### config.mk
export PLATFORM = sky130hd
export DESIGN_NAME = frame_deframer_sequence_tracker_top_flat
export DESIGN_NICKNAME = d
export VERILOG_FILES = /design/src/rtl/fdst_pkg.sv /design/src/rtl/fdst_ifs.sv /design/src/rtl/fdst_deframer.sv /design/src/rtl/fdst_tracker.sv /design/src/rtl/frame_deframer_sequence_tracker_top.sv /design/src/flat_wrapper.sv
export VERILOG_INCLUDE_DIRS = /design/src /design/src/rtl
export SDC_FILE = /design/constraint.sdc
export NUM_CORES = 1
export LEC_CHECK = 0
export BUFFER_PORTS_ARGS = -buffer_cell sky130_fd_sc_hd__buf_4
export CAP_MARGIN = 30
export CORE_ASPECT_RATIO = 1.5
export CORE_MARGIN = 2
export CORE_UTILIZATION = 46
export DETAILED_ROUTE_END_ITERATION = 16
export PLACE_DENSITY = 0.63
export SYNTH_ARGS = -nofsm -noshare
export SYNTH_HDL_FRONTEND = slang
export SYNTH_SLANG_ARGS = --single-unit
### constraint.sdc
create_clock -name clk -period 6.9 [get_ports clk]
set_input_delay 1.38 -clock clk [delete_from_list [all_inputs] [get_ports clk]]
set_output_delay 1.38 -clock clk [all_outputs]
set_load 0.01 [all_outputs]
### src/rtl/frame_deframer_sequence_tracker_top_macros.svh
// Assertion macros used by the sequence tracker RTL.
`ifndef FRAME_DEFRAMER_SEQUENCE_TRACKER_TOP_MACROS_SVH
`define FRAME_DEFRAMER_SEQUENCE_TRACKER_TOP_MACROS_SVH
`ifndef SYNTH
`define FDST_ASSERT_IMP(label, clk, rst_n, ante, cons) \
	label: assert property (@(posedge clk) disable iff (!rst_n) (ante) |-> (cons)) \
		else $error("same-cycle check failed");
`define FDST_ASSERT_NXT(label, clk, rst_n, ante, cons) \
	label: assert property (@(posedge clk) disable iff (!rst_n) (ante) |=> (cons)) \
		else $error("next-cycle check failed");
`else
`define FDST_ASSERT_IMP(label, clk, rst_n, ante, cons)
`define FDST_ASSERT_NXT(label, clk, rst_n, ante, cons)
`endif
`endif

### src/rtl/fdst_pkg.sv
// Shared constants, register indexes and types of the frame deframer and sequence tracker.
package fdst_pkg;

	localparam int unsigned BYTE_W      = 8;
	localparam int unsigned ID_FIELD_W  = 16;
	localparam int unsigned COUNT_W     = 32;
	localparam int unsigned TAB_W       = 32;
	localparam int unsigned MISSED_W    = 6;
	localparam int unsigned GAP_LIMIT_W = 6;
	localparam int unsigned WINDOW_W    = 8;
	localparam int unsigned POS_W       = 4;
	localparam int unsigned CFG_IDX_W   = 1;
	localparam int unsigned CFG_DATA_W  = 8;

	localparam int unsigned DEF_ID_MODULUS = 64;

	localparam logic [BYTE_W-1:0] SYM_STX = 8'h02;
	localparam logic [BYTE_W-1:0] SYM_ETX = 8'h03;
	localparam logic [BYTE_W-1:0] SYM_ESC = 8'h7D;
	localparam logic [BYTE_W-1:0] ESC_XOR = 8'h20;
	localparam logic [POS_W-1:0]  FULL_LEN = 4'd8;

	localparam logic [GAP_LIMIT_W-1:0] RST_RESTART_GAP_LIMIT = 6'd5;
	localparam logic [WINDOW_W-1:0]    RST_RESYNC_WINDOW     = 8'd10;

	localparam logic [CFG_IDX_W-1:0] REG_RESTART_GAP_LIMIT = 1'd0;
	localparam logic [CFG_IDX_W-1:0] REG_RESYNC_WINDOW     = 1'd1;

	typedef struct packed {
		logic [ID_FIELD_W-1:0] id;
		logic [COUNT_W-1:0]    count;
		logic [TAB_W-1:0]      tab;
	} fdst_frame_t;

endpackage

### src/rtl/fdst_ifs.sv
// Valid/ready channel interfaces for received bytes and for frame results.
interface fdst_rx_if import fdst_pkg::*; ();
	logic              valid;
	logic              ready;
	logic [BYTE_W-1:0] rx_byte;
	logic              chunk_last;
	logic [TAB_W-1:0]  tab_number;

	modport source (output valid, output rx_byte, output chunk_last, output tab_number,
		input ready);
	modport sink (input valid, input rx_byte, input chunk_last, input tab_number,
		output ready);
endinterface

interface fdst_res_if import fdst_pkg::*; ();
	logic                  valid;
	logic                  ready;
	logic [ID_FIELD_W-1:0] frame_id;
	logic [COUNT_W-1:0]    encoder_count;
	logic [MISSED_W-1:0]   missed_ids;
	logic [TAB_W-1:0]      running_total;
	logic                  first_id_seen;
	logic                  sequence_restart;
	logic                  id_out_of_range;

	modport source (output valid, output frame_id, output encoder_count, output missed_ids,
		output running_total, output first_id_seen, output sequence_restart,
		output id_out_of_range, input ready);
	modport sink (input valid, input frame_id, input encoder_count, input missed_ids,
		input running_total, input first_id_seen, input sequence_restart,
		input id_out_of_range, output ready);
endinterface

### src/rtl/fdst_deframer.sv
// Byte unstuffing and frame assembly stage with input and frame-event registers.
module fdst_deframer import fdst_pkg::*; (
	input  logic        clk,
	input  logic        arst_n,
	fdst_rx_if.sink     rx,
	output logic        frame_valid,
	output fdst_frame_t frame,
	input  logic        frame_ready
);

	logic              valid_s1;
	logic [BYTE_W-1:0] byte_s1;
	logic              last_s1;
	logic [TAB_W-1:0]  tab_s1;

	logic                  in_frame_q;
	logic                  esc_q;
	logic [POS_W-1:0]      pos_q;
	logic [ID_FIELD_W-1:0] id_q;
	logic [COUNT_W-1:0]    cnt_q;

	logic        frame_valid_s2;
	fdst_frame_t frame_s2;

	logic                  in_frame_d;
	logic                  esc_d;
	logic [POS_W-1:0]      pos_d;
	logic [ID_FIELD_W-1:0] id_d;
	logic [COUNT_W-1:0]    cnt_d;

	logic              is_stx;
	logic              is_etx;
	logic              frame_done;
	logic              s2_free;
	logic              s1_go;
	logic              s1_fire;
	logic              take;
	logic [BYTE_W-1:0] dec_byte;

	assign is_stx     = (byte_s1 == SYM_STX);
	assign is_etx     = in_frame_q && (byte_s1 == SYM_ETX);
	assign frame_done = valid_s1 && !is_stx && is_etx && (pos_q >= FULL_LEN);
	assign s2_free    = !frame_valid_s2 || frame_ready;
	assign s1_go      = !frame_done || s2_free;
	assign s1_fire    = valid_s1 && s1_go;
	assign rx.ready   = !valid_s1 || s1_go;

	assign dec_byte = esc_q ? (byte_s1 ^ ESC_XOR) : byte_s1;
	assign take     = in_frame_q && !is_stx && !is_etx && (esc_q || (byte_s1 != SYM_ESC));

	always_comb begin
		in_frame_d = in_frame_q;
		esc_d      = esc_q;
		pos_d      = pos_q;
		id_d       = id_q;
		cnt_d      = cnt_q;
		if (is_stx) begin
			in_frame_d = 1'b1;
			esc_d      = 1'b0;
			id_d       = '0;
			cnt_d      = '0;
			pos_d      = POS_W'(1);
		end else if (is_etx) begin
			in_frame_d = 1'b0;
			esc_d      = 1'b0;
		end else if (in_frame_q) begin
			esc_d = !esc_q && (byte_s1 == SYM_ESC);
		end
		if (take && (pos_q < FULL_LEN)) begin
			case (pos_q)
				4'd2: id_d[7:0]    = dec_byte;
				4'd3: id_d[15:8]   = dec_byte;
				4'd4: cnt_d[7:0]   = dec_byte;
				4'd5: cnt_d[15:8]  = dec_byte;
				4'd6: cnt_d[23:16] = dec_byte;
				4'd7: cnt_d[31:24] = dec_byte;
				default: ;
			endcase
			pos_d = pos_q + POS_W'(1);
		end
		if (last_s1) begin
			in_frame_d = 1'b0;
			esc_d      = 1'b0;
		end
	end

	always_ff @(posedge clk or negedge arst_n) begin
		if (!arst_n) begin
			valid_s1       <= 1'b0;
			in_frame_q     <= 1'b0;
			esc_q          <= 1'b0;
			pos_q          <= '0;
			id_q           <= '0;
			cnt_q          <= '0;
			frame_valid_s2 <= 1'b0;
		end else begin
			if (rx.ready) begin
				valid_s1 <= rx.valid;
			end
			if (s1_fire) begin
				in_frame_q <= in_frame_d;
				esc_q      <= esc_d;
				pos_q      <= pos_d;
				id_q       <= id_d;
				cnt_q      <= cnt_d;
			end
			if (s2_free) begin
				frame_valid_s2 <= frame_done;
			end
		end
	end

	always_ff @(posedge clk) begin
		if (rx.valid && rx.ready) begin
			byte_s1 <= rx.rx_byte;
			last_s1 <= rx.chunk_last;
			tab_s1  <= rx.tab_number;
		end
		if (frame_done && s2_free) begin
			frame_s2.id    <= id_q;
			frame_s2.count <= cnt_q;
			frame_s2.tab   <= tab_s1;
		end
	end

	assign frame_valid = frame_valid_s2;
	assign frame       = frame_s2;

endmodule

### src/rtl/fdst_tracker.sv
// Sequence tracking, tab total resync and the result register.
`include "frame_deframer_sequence_tracker_top_macros.svh"
module fdst_tracker import fdst_pkg::*; #(
	parameter int unsigned ID_MODULUS = DEF_ID_MODULUS
) (
	input  logic                  clk,
	input  logic                  arst_n,
	input  logic                  cfg_we,
	input  logic [CFG_IDX_W-1:0]  cfg_index,
	input  logic [CFG_DATA_W-1:0] cfg_wdata,
	input  logic                  frame_valid,
	input  fdst_frame_t           frame,
	output logic                  frame_ready,
	fdst_res_if.source            res
);

	localparam int unsigned ID_W = (ID_MODULUS > 1) ? $clog2(ID_MODULUS) : 1;
	localparam logic [ID_FIELD_W:0] MOD_EXT = (ID_FIELD_W+1)'(ID_MODULUS);
	localparam logic [ID_W:0]       MOD_W1  = (ID_W+1)'(ID_MODULUS);

	logic [GAP_LIMIT_W-1:0] gap_limit_q;
	logic [WINDOW_W-1:0]    window_q;
	logic [ID_W-1:0]        exp_id_q;
	logic                   exp_valid_q;
	logic [TAB_W-1:0]       total_q;

	logic                  out_valid_q;
	logic [ID_FIELD_W-1:0] id_q;
	logic [COUNT_W-1:0]    count_q;
	logic [MISSED_W-1:0]   missed_q;
	logic [TAB_W-1:0]      running_q;
	logic                  first_q;
	logic                  restart_q;
	logic                  oor_q;

	logic                  go;
	logic                  fire;
	logic [TAB_W-1:0]      d_raw;
	logic                  neg_side;
	logic                  resync;
	logic [TAB_W-1:0]      base;
	logic                  oor;
	logic [ID_W-1:0]       id_n;
	logic [ID_W:0]         diff;
	logic [ID_W:0]         wrapped;
	logic                  gap_case;
	logic [ID_W-1:0]       missed;
	logic [ID_FIELD_W:0]   missed_ext;
	logic                  restart;
	logic [TAB_W-1:0]      gap_add;
	logic [TAB_W-1:0]      total_new;
	logic [ID_FIELD_W:0]   id_inc;
	logic [ID_W-1:0]       next_exp;

	assign go          = !out_valid_q || res.ready;
	assign fire        = frame_valid && go;
	assign frame_ready = go;

	// Shorter distance around the 32-bit circle compared against the window.
	assign d_raw    = total_q - frame.tab;
	assign neg_side = d_raw[TAB_W-1] && (d_raw[TAB_W-2:0] != '0);
	assign resync   = neg_side ? (~d_raw >= TAB_W'(window_q)) : (d_raw > TAB_W'(window_q));
	assign base     = resync ? frame.tab : total_q;

	assign oor      = ({1'b0, frame.id} >= MOD_EXT);
	assign id_n     = frame.id[ID_W-1:0];
	assign diff     = {1'b0, id_n} - {1'b0, exp_id_q};
	assign wrapped  = diff[ID_W] ? (diff + MOD_W1) : diff;
	assign gap_case = exp_valid_q && !oor && (id_n != exp_id_q);
	assign missed   = gap_case ? wrapped[ID_W-1:0] : '0;
	assign missed_ext = (ID_FIELD_W+1)'(missed);
	assign restart  = gap_case && (frame.id == '0)
		&& (missed_ext > (ID_FIELD_W+1)'(gap_limit_q));
	assign gap_add  = (gap_case && !restart) ? TAB_W'(missed) : '0;
	assign total_new = base + gap_add + TAB_W'(1);

	assign id_inc   = {1'b0, frame.id} + (ID_FIELD_W+1)'(1);
	assign next_exp = (id_inc >= MOD_EXT) ? '0 : id_inc[ID_W-1:0];

	always_ff @(posedge clk or negedge arst_n) begin
		if (!arst_n) begin
			gap_limit_q <= RST_RESTART_GAP_LIMIT;
			window_q    <= RST_RESYNC_WINDOW;
			exp_id_q    <= '0;
			exp_valid_q <= 1'b0;
			total_q     <= '0;
			out_valid_q <= 1'b0;
		end else begin
			if (cfg_we) begin
				unique case (cfg_index)
					REG_RESTART_GAP_LIMIT: gap_limit_q <= cfg_wdata[GAP_LIMIT_W-1:0];
					REG_RESYNC_WINDOW:     window_q    <= cfg_wdata[WINDOW_W-1:0];
					default: ;
				endcase
			end
			if (go) begin
				out_valid_q <= frame_valid;
			end
			if (fire) begin
				exp_id_q    <= next_exp;
				exp_valid_q <= 1'b1;
				total_q     <= total_new;
			end
		end
	end

	always_ff @(posedge clk) begin
		if (fire) begin
			id_q      <= frame.id;
			count_q   <= frame.count;
			missed_q  <= missed_ext[MISSED_W-1:0];
			running_q <= total_new;
			first_q   <= !exp_valid_q;
			restart_q <= restart;
			oor_q     <= oor;
		end
	end

	assign res.valid            = out_valid_q;
	assign res.frame_id         = id_q;
	assign res.encoder_count    = count_q;
	assign res.missed_ids       = missed_q;
	assign res.running_total    = running_q;
	assign res.first_id_seen    = first_q;
	assign res.sequence_restart = restart_q;
	assign res.id_out_of_range  = oor_q;

	`FDST_ASSERT_IMP(a_restart_zero_id, clk, arst_n, res.valid && res.sequence_restart, res.frame_id == '0)
	`FDST_ASSERT_IMP(a_first_no_gap, clk, arst_n, res.valid && res.first_id_seen, res.missed_ids == '0 && !res.sequence_restart)
	`FDST_ASSERT_IMP(a_oor_no_gap, clk, arst_n, res.valid && res.id_out_of_range, res.missed_ids == '0 && !res.sequence_restart)
	`FDST_ASSERT_NXT(a_fire_loads, clk, arst_n, frame_valid && frame_ready, res.valid && exp_valid_q)

endmodule

### src/rtl/frame_deframer_sequence_tracker_top.sv
// Top level of the STX/ETX byte-stuffed deframer with ID sequence and tab total tracking.
//
// The rx channel takes one raw stream byte per item, with a chunk-end flag and the
// application's current tab number. The res channel gives one item for every frame
// that closes with ETX after at least seven decoded bytes; all other bytes give none.
// Configuration registers are written through cfg_we, cfg_index and cfg_wdata; the user
// must write them only while the block is idle, as the block itself does not enforce it.
//
// Throughput is one byte per cycle while rx is not stalled. After the closing ETX is
// accepted, the result passes through the input register, where the unstuffing and
// frame state update happens, and the frame register, where the ID gap and the resync
// of the running total are worked out, before it reaches the result register on res.
//
// Reset clears the frame state, the expected ID and the running total, and restores
// the restart gap limit to 5 and the resync window to 10. When res stalls, the
// result register holds its item; bytes that close no frame keep flowing, and rx
// stalls only once a finished frame waits in the frame register as well.
module frame_deframer_sequence_tracker_top import fdst_pkg::*; #(
	parameter int unsigned ID_MODULUS = DEF_ID_MODULUS
) (
	input  logic                  clk,
	input  logic                  arst_n,
	input  logic                  cfg_we,
	input  logic [CFG_IDX_W-1:0]  cfg_index,
	input  logic [CFG_DATA_W-1:0] cfg_wdata,
	fdst_rx_if.sink               rx,
	fdst_res_if.source            res
);

	logic        frame_valid;
	logic        frame_ready;
	fdst_frame_t frame;

	fdst_deframer u_deframer (
		.clk         (clk),
		.arst_n      (arst_n),
		.rx          (rx),
		.frame_valid (frame_valid),
		.frame       (frame),
		.frame_ready (frame_ready)
	);

	fdst_tracker #(
		.ID_MODULUS (ID_MODULUS)
	) u_tracker (
		.clk         (clk),
		.arst_n      (arst_n),
		.cfg_we      (cfg_we),
		.cfg_index   (cfg_index),
		.cfg_wdata   (cfg_wdata),
		.frame_valid (frame_valid),
		.frame       (frame),
		.frame_ready (frame_ready),
		.res         (res)
	);

endmodule
### src/flat_wrapper.sv
// flat-port wrapper written by rule: the top's interface ports become plain ports
module frame_deframer_sequence_tracker_top_flat import fdst_pkg::*;
#(
	parameter int unsigned ID_MODULUS = DEF_ID_MODULUS
)
  (clk, arst_n, cfg_we, cfg_index, cfg_wdata, rx_valid, rx_rx_byte, rx_chunk_last, rx_tab_number, rx_ready, res_valid, res_frame_id, res_encoder_count, res_missed_ids, res_running_total, res_first_id_seen, res_sequence_restart, res_id_out_of_range, res_ready);
  fdst_rx_if rx_i ();
  fdst_res_if res_i ();
  input  logic clk;
  input  logic arst_n;
  input  logic cfg_we;
  input  logic [CFG_IDX_W-1:0] cfg_index;
  input  logic [CFG_DATA_W-1:0] cfg_wdata;
  input wire logic [$bits(rx_i.valid)-1:0] rx_valid;
  input wire logic [$bits(rx_i.rx_byte)-1:0] rx_rx_byte;
  input wire logic [$bits(rx_i.chunk_last)-1:0] rx_chunk_last;
  input wire logic [$bits(rx_i.tab_number)-1:0] rx_tab_number;
  output wire logic [$bits(rx_i.ready)-1:0] rx_ready;
  output wire logic [$bits(res_i.valid)-1:0] res_valid;
  output wire logic [$bits(res_i.frame_id)-1:0] res_frame_id;
  output wire logic [$bits(res_i.encoder_count)-1:0] res_encoder_count;
  output wire logic [$bits(res_i.missed_ids)-1:0] res_missed_ids;
  output wire logic [$bits(res_i.running_total)-1:0] res_running_total;
  output wire logic [$bits(res_i.first_id_seen)-1:0] res_first_id_seen;
  output wire logic [$bits(res_i.sequence_restart)-1:0] res_sequence_restart;
  output wire logic [$bits(res_i.id_out_of_range)-1:0] res_id_out_of_range;
  input wire logic [$bits(res_i.ready)-1:0] res_ready;
  assign rx_i.valid = rx_valid;
  assign rx_i.rx_byte = rx_rx_byte;
  assign rx_i.chunk_last = rx_chunk_last;
  assign rx_i.tab_number = rx_tab_number;
  assign rx_ready = rx_i.ready;
  assign res_valid = res_i.valid;
  assign res_frame_id = res_i.frame_id;
  assign res_encoder_count = res_i.encoder_count;
  assign res_missed_ids = res_i.missed_ids;
  assign res_running_total = res_i.running_total;
  assign res_first_id_seen = res_i.first_id_seen;
  assign res_sequence_restart = res_i.sequence_restart;
  assign res_id_out_of_range = res_i.id_out_of_range;
  assign res_i.ready = res_ready;
  frame_deframer_sequence_tracker_top #(.ID_MODULUS(ID_MODULUS)) u_core (.clk(clk), .arst_n(arst_n), .cfg_we(cfg_we), .cfg_index(cfg_index), .cfg_wdata(cfg_wdata), .rx(rx_i), .res(res_i));
endmodule
==> results.txt, run 1 <==
The multi-input gate area in the final layout is around 6500 µm². The total I/O pin count came out at roughly 150. Yosys attributes the largest share of cell area to edfxtp_1 (39%), dfrtp_1 (16%), ha_1 (5.5%). STA classifies the critical path startpoint as a flip-flop. CTS built an H-tree with a depth of 1. The detailed-router iteration count before antenna repair is 5.

In the final routed layout, each cell accounts on average for between 15 and 20 µm. Across the VDD grid, the largest voltage drop is around 0.0002 V. The worst register-to-register path ends at u_core.u_tracker.total_q[27]. TritonCTS built the clock tree. The routed via count is between 10000 and 15000. The port buffer count is about 150. The worst slew slack as a fraction of its limit is about two fifths. At the later pin of the worst-skew pair, clock insertion delay measures between 0.5 and 0.6 ns. The final-stage net count came out at ~1700.

The per-cell via count in the routed design came out at 5.558. The largest total area in the synthesized netlist belongs to edfxtp_1. The worst hold path terminates at u_core.u_deframer.frame[7]. The number of hold-slack violations in the final timing report came out at 0.

In this run the power density over the cells is between 200 and 250 nW/µm². Across all hold checks on the routed design, the worst slack comes to 0.4130 ns. The HPWL after detailed placement is approximately 30000 µm. The category of the most critical setup path is flip-flop to flip-flop. After synthesis, the share of flip-flops with an asynchronous set or reset is 34.38%. On the critical path, the stage with the largest delay is an instance of dfrtp_1. For the worst setup path, the data arrival time is roughly 7 ns. The final standard cell utilization of the core came out at between 50% and 60%. The worst hold path belongs to the class flip-flop to flip-flop. The number of nets handed over by synthesis was roughly 1600. STA classifies the critical path endpoint as a flip-flop. The first global-routing pass estimated between 60000 and 70000 µm of wire.

The gate count after technology mapping came out at approximately 1400. The instance area after placement is between 15000 and 20000 µm². The remaining antenna violation count after routing came out at 0. The number of clock sinks came out at 320. The footprint of the flip-flops and latches is 9064 µm². The overall power consumption came out at between 3000 and 4000 µW. Summing all non-filler instances in the final layout gives an area of roughly 19000 µm².

The worst stage delay on the critical path is about 0.42 ns. The floorplan has between 80 and 90 rows. For this block, the initial DRC count from the detailed router was between 700 and 800. Entering global routing, the biggest net connects 64 pins. The number of inserted filler cells in the final layout is 2980. The count of yosys warnings during synthesis is 0.

The final period demand of the worst path came out at roughly 6.5 ns. The CTS buffer count came out at 30. The cts-stage hold buffer count is 0. The clock tree skew after final layout is between 0.01 and 0.015 ns. The clock slew at the register clock pins of the worst setup and hold paths is ~0.060 ns. The global-route total usage across every layer is 22.13%.

The sum of overflow across all layers after global routing came out at 0. The number of antenna violations at the first check in global routing is 1. The area of the die is 36540 µm². The flow ran to the end, and the final reports show no timing, DRC or antenna violations. The static power due to leakage is approximately 0.0077 µW. The final-report setup violation count came out at 0. The highest net fanout along the worst path is 6. The post-placement setup slack came out at about 0.019 ns. The max-cap check violation count came out at 0. The worst setup margin came out at roughly 0.37 ns. The required arrival time at the worst endpoint came out at about 7.3 ns. The depth of the worst hold-timing path came out at 0. For this configuration, the core starts out at a cell density of ~47%. The most common flop cell mapped by yosys is edfxtp_1. The share of cells above drive strength 1 is approximately 17%.

The die is between 150 and 200 µm wide. The setup slack on the worst flop-to-flop path came out at 0.37 ns. The startpoint identified for the worst hold timing path is u_core.u_deframer.tab_s1[7]. The number of global-route vias before repair came out at around 12000.

In the routed design, unresolved DRC markers number 0. The flip-flop and latch count after synthesis is 320. The total wire length is approximately 40000 µm. The sequential fraction of the synthesis area came out at 56.29%. The average cell area after synthesis came out at around 11 µm². The count of different cell masters after synthesis is 77. The highest clock rate came out at between 150 and 200 MHz. The post-route clock period utilization is 94.57%.

The y dimension of the die is between 200 and 250 µm. The mapped netlist covers ~16000 µm². The tree is rooted in a clkbuf_16.

Compared with the post-synthesis result, the final layout area differs by 17.14%. The origin of the critical flop-to-flop path is u_core.u_tracker.total_q[2]. The count of flip-flops with a built-in enable after synthesis came out at 210. The placeable core region came out at roughly 34000 µm².

The max-slew violation count is 0. For the pin with the worst max-slew slack, the measured transition is a little over 0.9 ns. The deepest clock path buffer count came out at 3. The area fraction of the dominant cell type after synthesis is between 30% and 40%. The placer congestion estimate came out at roughly 0.94. The logic depth of the worst register-to-register path came out at 33.
-- layout make-up --
type	count	share of cell area, %
well taps	467	3.098
clock inverters	14	0.7762
repair buffers	169	7.112
clock buffers	42	4.498
flip-flops and latches	320	48.06
diodes	1	0.01327
inverters	87	1.745
multi-input cells	967	34.70
-- synthesized netlist by cell type (all sizes together), types with 4 or more instances --
cell     instances
o21ai           86
xor2            32
a21o            19
and4            11
a22o            29
and2            11
clkbuf          34
ha              71
o31ai            4
nor3            24
nor2            72
buf             17
a211o            5
nand2b          13
o211ai          12
mux2i           26
o22ai            6
nand2          165
nor2b           13
or2              5
nand4           25
dfstp            4
dfrtp          106
mux2            25
and3            23
a211oi           7
or3             10
inv             87
nand3           48
nor4b            4
xnor2           56
a21oi           71
edfxtp         210
nand4b           5
a2111oi          4
o21bai          10
a22oi           11
o21a             6
nor4            21
-- power breakdown --
part           total (µW)  switching, µW  internal, µW
clock                1670            701           969
sequential           2110           29.5          2080
combinational         153           87.6          65.9
-- sequential cells by signal, indices dropped and copies added, names as in the netlist, 16 cells and up --
| name | cells |
|---|---|
| u_core.u_deframer.frame | 80 |
| u_core.u_deframer.cnt_q | 32 |
| u_core.u_tracker.total_q | 32 |
| u_core.u_tracker.res.running_total | 32 |
| u_core.u_tracker.res.frame_id | 16 |
| u_core.u_deframer.tab_s1 | 32 |
| u_core.u_tracker.res.encoder_count | 32 |
| u_core.u_deframer.id_q | 16 |
-- worst max-delay path: cells and delay by family (launching register included) --
family	cells	cell delay, ns
AOI/OAI and AO/OA	14	2.22
and+or+nand+nor	10	1.64
adders and majority gates	3	0.96
muxes	3	0.67
DFF	1	0.42
xor gates and xnor gates	2	0.33
buffers and inverters	1	0.17
-- what timing repair did --
| action | in CTS | in global routing |
|---|---|---|
| gates resized for setup | 1 | 18 |
| buffers inserted | 0 | 2 |
| pin swaps | 0 | 6 |
| setup endpoints to repair | 1 | 46 |
| gates cloned | 0 | 0 |
-- stage by stage --
stage / TNS, ns / cells
final: 0 / 2067
after global routing: -0.00005240 / 2067
after CTS: 0 / 2064
after detailed placement: 0 / 2008
after global placement: 0 / 2005
after floorplan: 0 / 1425
-- layout by cell type (no fill, tap or decap), types with 56 or more instances in the layout --
master    synthesis  final
dfrtp_1         106    106
inv_1            86     86
edfxtp_1        210    210
a21oi_1          69     66
nand2_1         165    165
xnor2_1          56     56
buf_4             4    165
ha_1             71     70
nor2_1           72     72
o21ai_0          78     75
-- metal layers --
metal	routed length, µm	track usage [%]	vias up
li1	-	-	5495
met1	15690	26.11	5613
met2	20720	38.84	281
met3	1653	3.061	99
met4	2237	11.93	0
met5	0	0	-
-- kinds of logic after synthesis --
kind of cell / Yosys count / share of synthesized area, %
AND/OR/NAND/NOR: 460 / 14.25
buffers and inverters: 138 / 3.520
AO/OA/AOI/OAI: 294 / 11.87
adder cells (fa/ha/maj): 74 / 5.891
multiplexers: 51 / 3.388
flip-flops: 320 / 56.29
XOR/XNOR: 88 / 4.787
-- worst max-delay path by stage --
stage	endpoint	startpoint
finish	u_core.u_tracker.total_q[27]	u_core.u_tracker.total_q[2]
global route	u_core.u_tracker.total_q[28]	u_core.u_tracker.total_q[2]
CTS	u_core.u_tracker.total_q[28]	u_core.u_tracker.total_q[2]
detailed placement	u_core.u_tracker.total_q[27]	u_core.u_tracker.total_q[2]
global placement	u_core.u_tracker.total_q[27]	u_core.u_tracker.total_q[2]
floorplan	u_core.u_tracker.total_q[13]	u_core.u_tracker.total_q[2]
Power figures use the tool's default switching activity.
==> run 2: changes to the inputs <==
Settings changed: CTS_BUF_LIST from default to sky130_fd_sc_hd__clkbuf_8.
==> run 2 against run 1 <==
  * Critical endpoint is now u_core.u_tracker.res.running_total[26]
  * Sequential share of layout area shrank 0.22 points
  * Clock power rose by 3%
  * Critical path depth is 8 lower
  * Final cell count is 1.7% higher
  * Setup slack worse by 0.052 ns
  * Routed wire length grew 0.19%
  * Core utilization increased by 0.25 points
  * Clock-buffer cell count is 14 higher
  * Design area up 0.46%
  * Worst hold slack better by 0.0012 ns
  * Largest cell class unchanged
  * Fmax shrank 0.78%
==> results.txt, run 2 (synthesis gave the netlist of run 1 again) <==
The run finished with clean final reports. The per-cell via count in the routed design came to 5.480 (-1.4%). The cts-stage hold buffer count is 0 (unchanged). The data arrival time at the worst-slack endpoint came out at 6.96 ns (about the same). The required arrival time at the worst endpoint is 7.29 ns (-0.05 ns). The library cell used most frequently in the layout, excluding fill and tap cells, is edfxtp_1. The combinational group share of total power was 3.8% (about the same). The flip-flop count of the largest register, all copies and words added was 80 (unchanged). The remaining antenna violation count after routing is 0 (unchanged).

The endpoint identified for the worst register-to-register timing path is u_core.u_tracker.res.running_total[26]. The final standard cell utilization of the core came out at 55.12% (+0.25 points). The global-route total usage across every layer is 22.26% (+0.13 points).

The sum of overflow across all layers after global routing came out at 0 (unchanged). The area of the die is 36540 µm² (unchanged). The CTS buffer count is 48 (+60%).

The min-delay analysis places its worst path in the category flip-flop to flip-flop. The number of clock sinks came out at 320 (unchanged). The per-cell routed wire length is 19.21 µm (-1.5%). The worst register-to-register path begins at u_core.u_deframer.frame[15].

The routed length on met2 is 20850 µm (+0.64%). The share of total power consumed by net switching came out at 21.70% (+0.91 points). The final period demand of the worst path is 6.577 ns (+0.05156 ns).

The initial core utilization came out at 46.84% (unchanged). The critical path is of the flip-flop to flip-flop type. The final-report setup violation count came out at 0 (unchanged). The routed via count is 11520 (+0.28%).

TritonCTS built the clock tree. The post-route clock period utilization came out at 95.32% (+0.75 points). The kind of cell with the highest combined delay along the critical path is simple AND/OR/NAND/NOR gates. The clock tree skew after final layout came out at 0.02377 ns (+0.01086 ns). The DRC marker count from the first detailed-route iteration is 709 (-2.3%). The setup slack on the worst flop-to-flop path was 0.32 ns (-0.05 ns). The cell type of the slowest stage on the worst timing path is or4_4. The H-tree depth reported by CTS is 2 (+1).

The logic depth of the worst register-to-register path is 25 (-24%). The number of global-route vias before repair came out at 11714 (+0.82%). The share of cells above drive strength 1 is 18.43% (+1.4 points).

The area growth from synthesis to layout is 17.69%. The number of inserted filler cells in the final layout is 2995 (+0.50%). The depth of the worst hold-timing path is 0 (unchanged). The sequential cell fraction of total power is 52.9% (-0.8 points).

The worst hold slack came to 0.4141 ns (+0.001156 ns). The clock slew at the register clock pins of the worst setup and hold paths is 0.06 ns (about the same). The worst slew slack as a fraction of its limit is 38.43% (-0.041 points). The first-pass GRT wire length is 62960 µm (+0.15%).

The instance area after placement came out at 17780 µm² (unchanged). The max-slew violation count came to 0 (unchanged). The floorplan die width is 156.8 µm (unchanged). The net switching power figure came out at 866.0 µW (+5.9%). The met1 routed wirelength after detailed routing came out at 15610 µm (-0.52%). The worst supply voltage drop on vdd came to 0.0002875 V (+41%). The number of gates on the worst path with buffers counted is 25 (-24%). The deepest clock path buffer count came out at 3 (unchanged). The ratio of total power to cell area came out at 210.6 nW/µm² (+0.93%). The top cell types in the final layout, fill and taps aside, are edfxtp_1 (210), nand2_1 (165), buf_4 (165). In this run the top signal layer used is met4. The path with the worst hold slack has its endpoint at u_core.u_deframer.frame[25]. The setup total negative slack came out at 0 ns (unchanged). The number of antenna violations at the first check in global routing is 2 (+1). The max-cap check violation count came out at 0 (unchanged).

The multi-input gate area in the final layout came to 6541 µm² (about the same). The footprint of the flip-flops and latches is 9064 µm² (unchanged). The placer congestion estimate came out at 0.9445 (unchanged). The met3 wire length came to 1709 µm (+3.4%).

The HPWL after detailed placement is 30050 µm (unchanged). The clock group share of total power came out at 43.2% (+0.8 points). The highest net fanout along the worst path is 10 (+4). The internal cell power came out at 3124 µW (+0.23%). The root buffer cell chosen for the clock tree is clkbuf_8.

The launch point of the worst hold path is u_core.u_deframer.tab_s1[25]. STA classifies the critical path endpoint as a flip-flop. The launching element type of the critical path is a flip-flop. The number of buffers and inverters on the critical path came out at 3 (+2). The number of hold-slack violations in the final timing report was 0 (unchanged). The placeable core region is 34370 µm² (unchanged). The worst-skew pair later-pin latency is 0.59 ns (+0.03 ns). The number of DRC violations after detailed routing came out at 0 (unchanged).

The total wire length is 40380 µm (+0.19%). The y dimension of the die was 233.1 µm (unchanged). The slew at the pin with the worst max-slew slack was 0.9202 ns (+0.0006065 ns). The final cell area excluding filler cells came out at 18950 µm² (+0.46%). The post-placement setup slack is 0.01852 ns (unchanged). The cell row count was 83 (unchanged). The highest clock rate came out at 152.0 MHz (-0.78%). The detailed-router iteration count before antenna repair is 7 (+2).

The pin count of the biggest net entering global routing came out at 64 (unchanged). The total I/O pin count is 146 (unchanged). The port buffer count is 145 (unchanged).

The final-stage net count is 1722 (+1.1%). The static power due to leakage is 0.007848 µW (+1.4%). The worst stage delay on the critical path was 0.56 ns (+0.14 ns). The worst setup margin came out at 0.3231 ns (-0.05156 ns).
-- run 2: cell types whose count changed in the layout (fill, tap and decap cells not counted), sizes merged --
cell,previous run,this run
bufinv,3,6
clkbuf,42,56
clkinv,11,15
clkinvlp,0,1
diode,1,2
inv,87,99
-- run 2: final cells by class --
type / count / area share [%]
Sequential cell: 320 / 47.83
Multi-Input combinational cell: 967 / 34.52
Timing Repair Buffer: 169 / 7.052
Clock buffer: 56 / 4.068
Tap cell: 467 / 3.084
Inverter: 87 / 1.737
Clock inverter: 34 / 1.677
Antenna cell: 2 / 0.02641
-- run 2: per-layer routing --
layer | global-route usage (%) | vias to the layer above
met4 | 12.13 | 0
met1 | 25.78 | 5567
li1 | - | 5539
met3 | 3.599 | 106
met5 | 0 | -
met2 | 39.16 | 308
-- run 2: power by group through the flow --
stage | registers, µW | logic, µW | clock network [µW]
6_report | 2110 | 153 | 1720
5_1_grt | 2120 | 171 | 1850
4_1_cts | 2110 | 153 | 1770
3_5_place_dp | 2150 | 153 | 0
3_3_place_gp | 2150 | 147 | 0
2_1_floorplan | 2130 | 87.9 | 0
-- run 2: worst max path at each step --
stage	from	end	slack [ns]
final	u_core.u_deframer.frame[15]	u_core.u_tracker.res.running_total[26]	0.32
after global routing	u_core.u_tracker.total_q[2]	u_core.u_tracker.total_q[28]	-0.02
after CTS	u_core.u_tracker.total_q[2]	u_core.u_tracker.total_q[28]	0.05
after detailed placement	u_core.u_tracker.total_q[2]	u_core.u_tracker.total_q[27]	0.02
after global placement	u_core.u_tracker.total_q[2]	u_core.u_tracker.total_q[27]	0.27
after floorplan	u_core.u_tracker.total_q[2]	u_core.u_tracker.total_q[13]	0.55
-- run 2: worst reg2reg max path: cells and delay by family (launching register included) --
kind | cells | cell delay [ns]
flops | 1 | 0.46
buf+inv | 3 | 0.35
xor+xnor | 2 | 0.41
fa+ha+maj | 3 | 1.06
simple gates | 8 | 2.34
compound gates | 8 | 1.60
mux | 1 | 0.16
-- run 2: per-stage QoR --
step / instances / total power, µW
CTS: 2098 / 4036
floorplan: 1425 / 2222
detailed placement: 2008 / 2304
finish: 2102 / 3990
global route: 2102 / 4137
global placement: 2005 / 2297
-- run 2: repair_timing --
action	in CTS	in global routing
buffers inserted	0	2
gates cloned	0	0
setup endpoints to repair	1	45
pin swaps	0	5
resized for setup	1	16
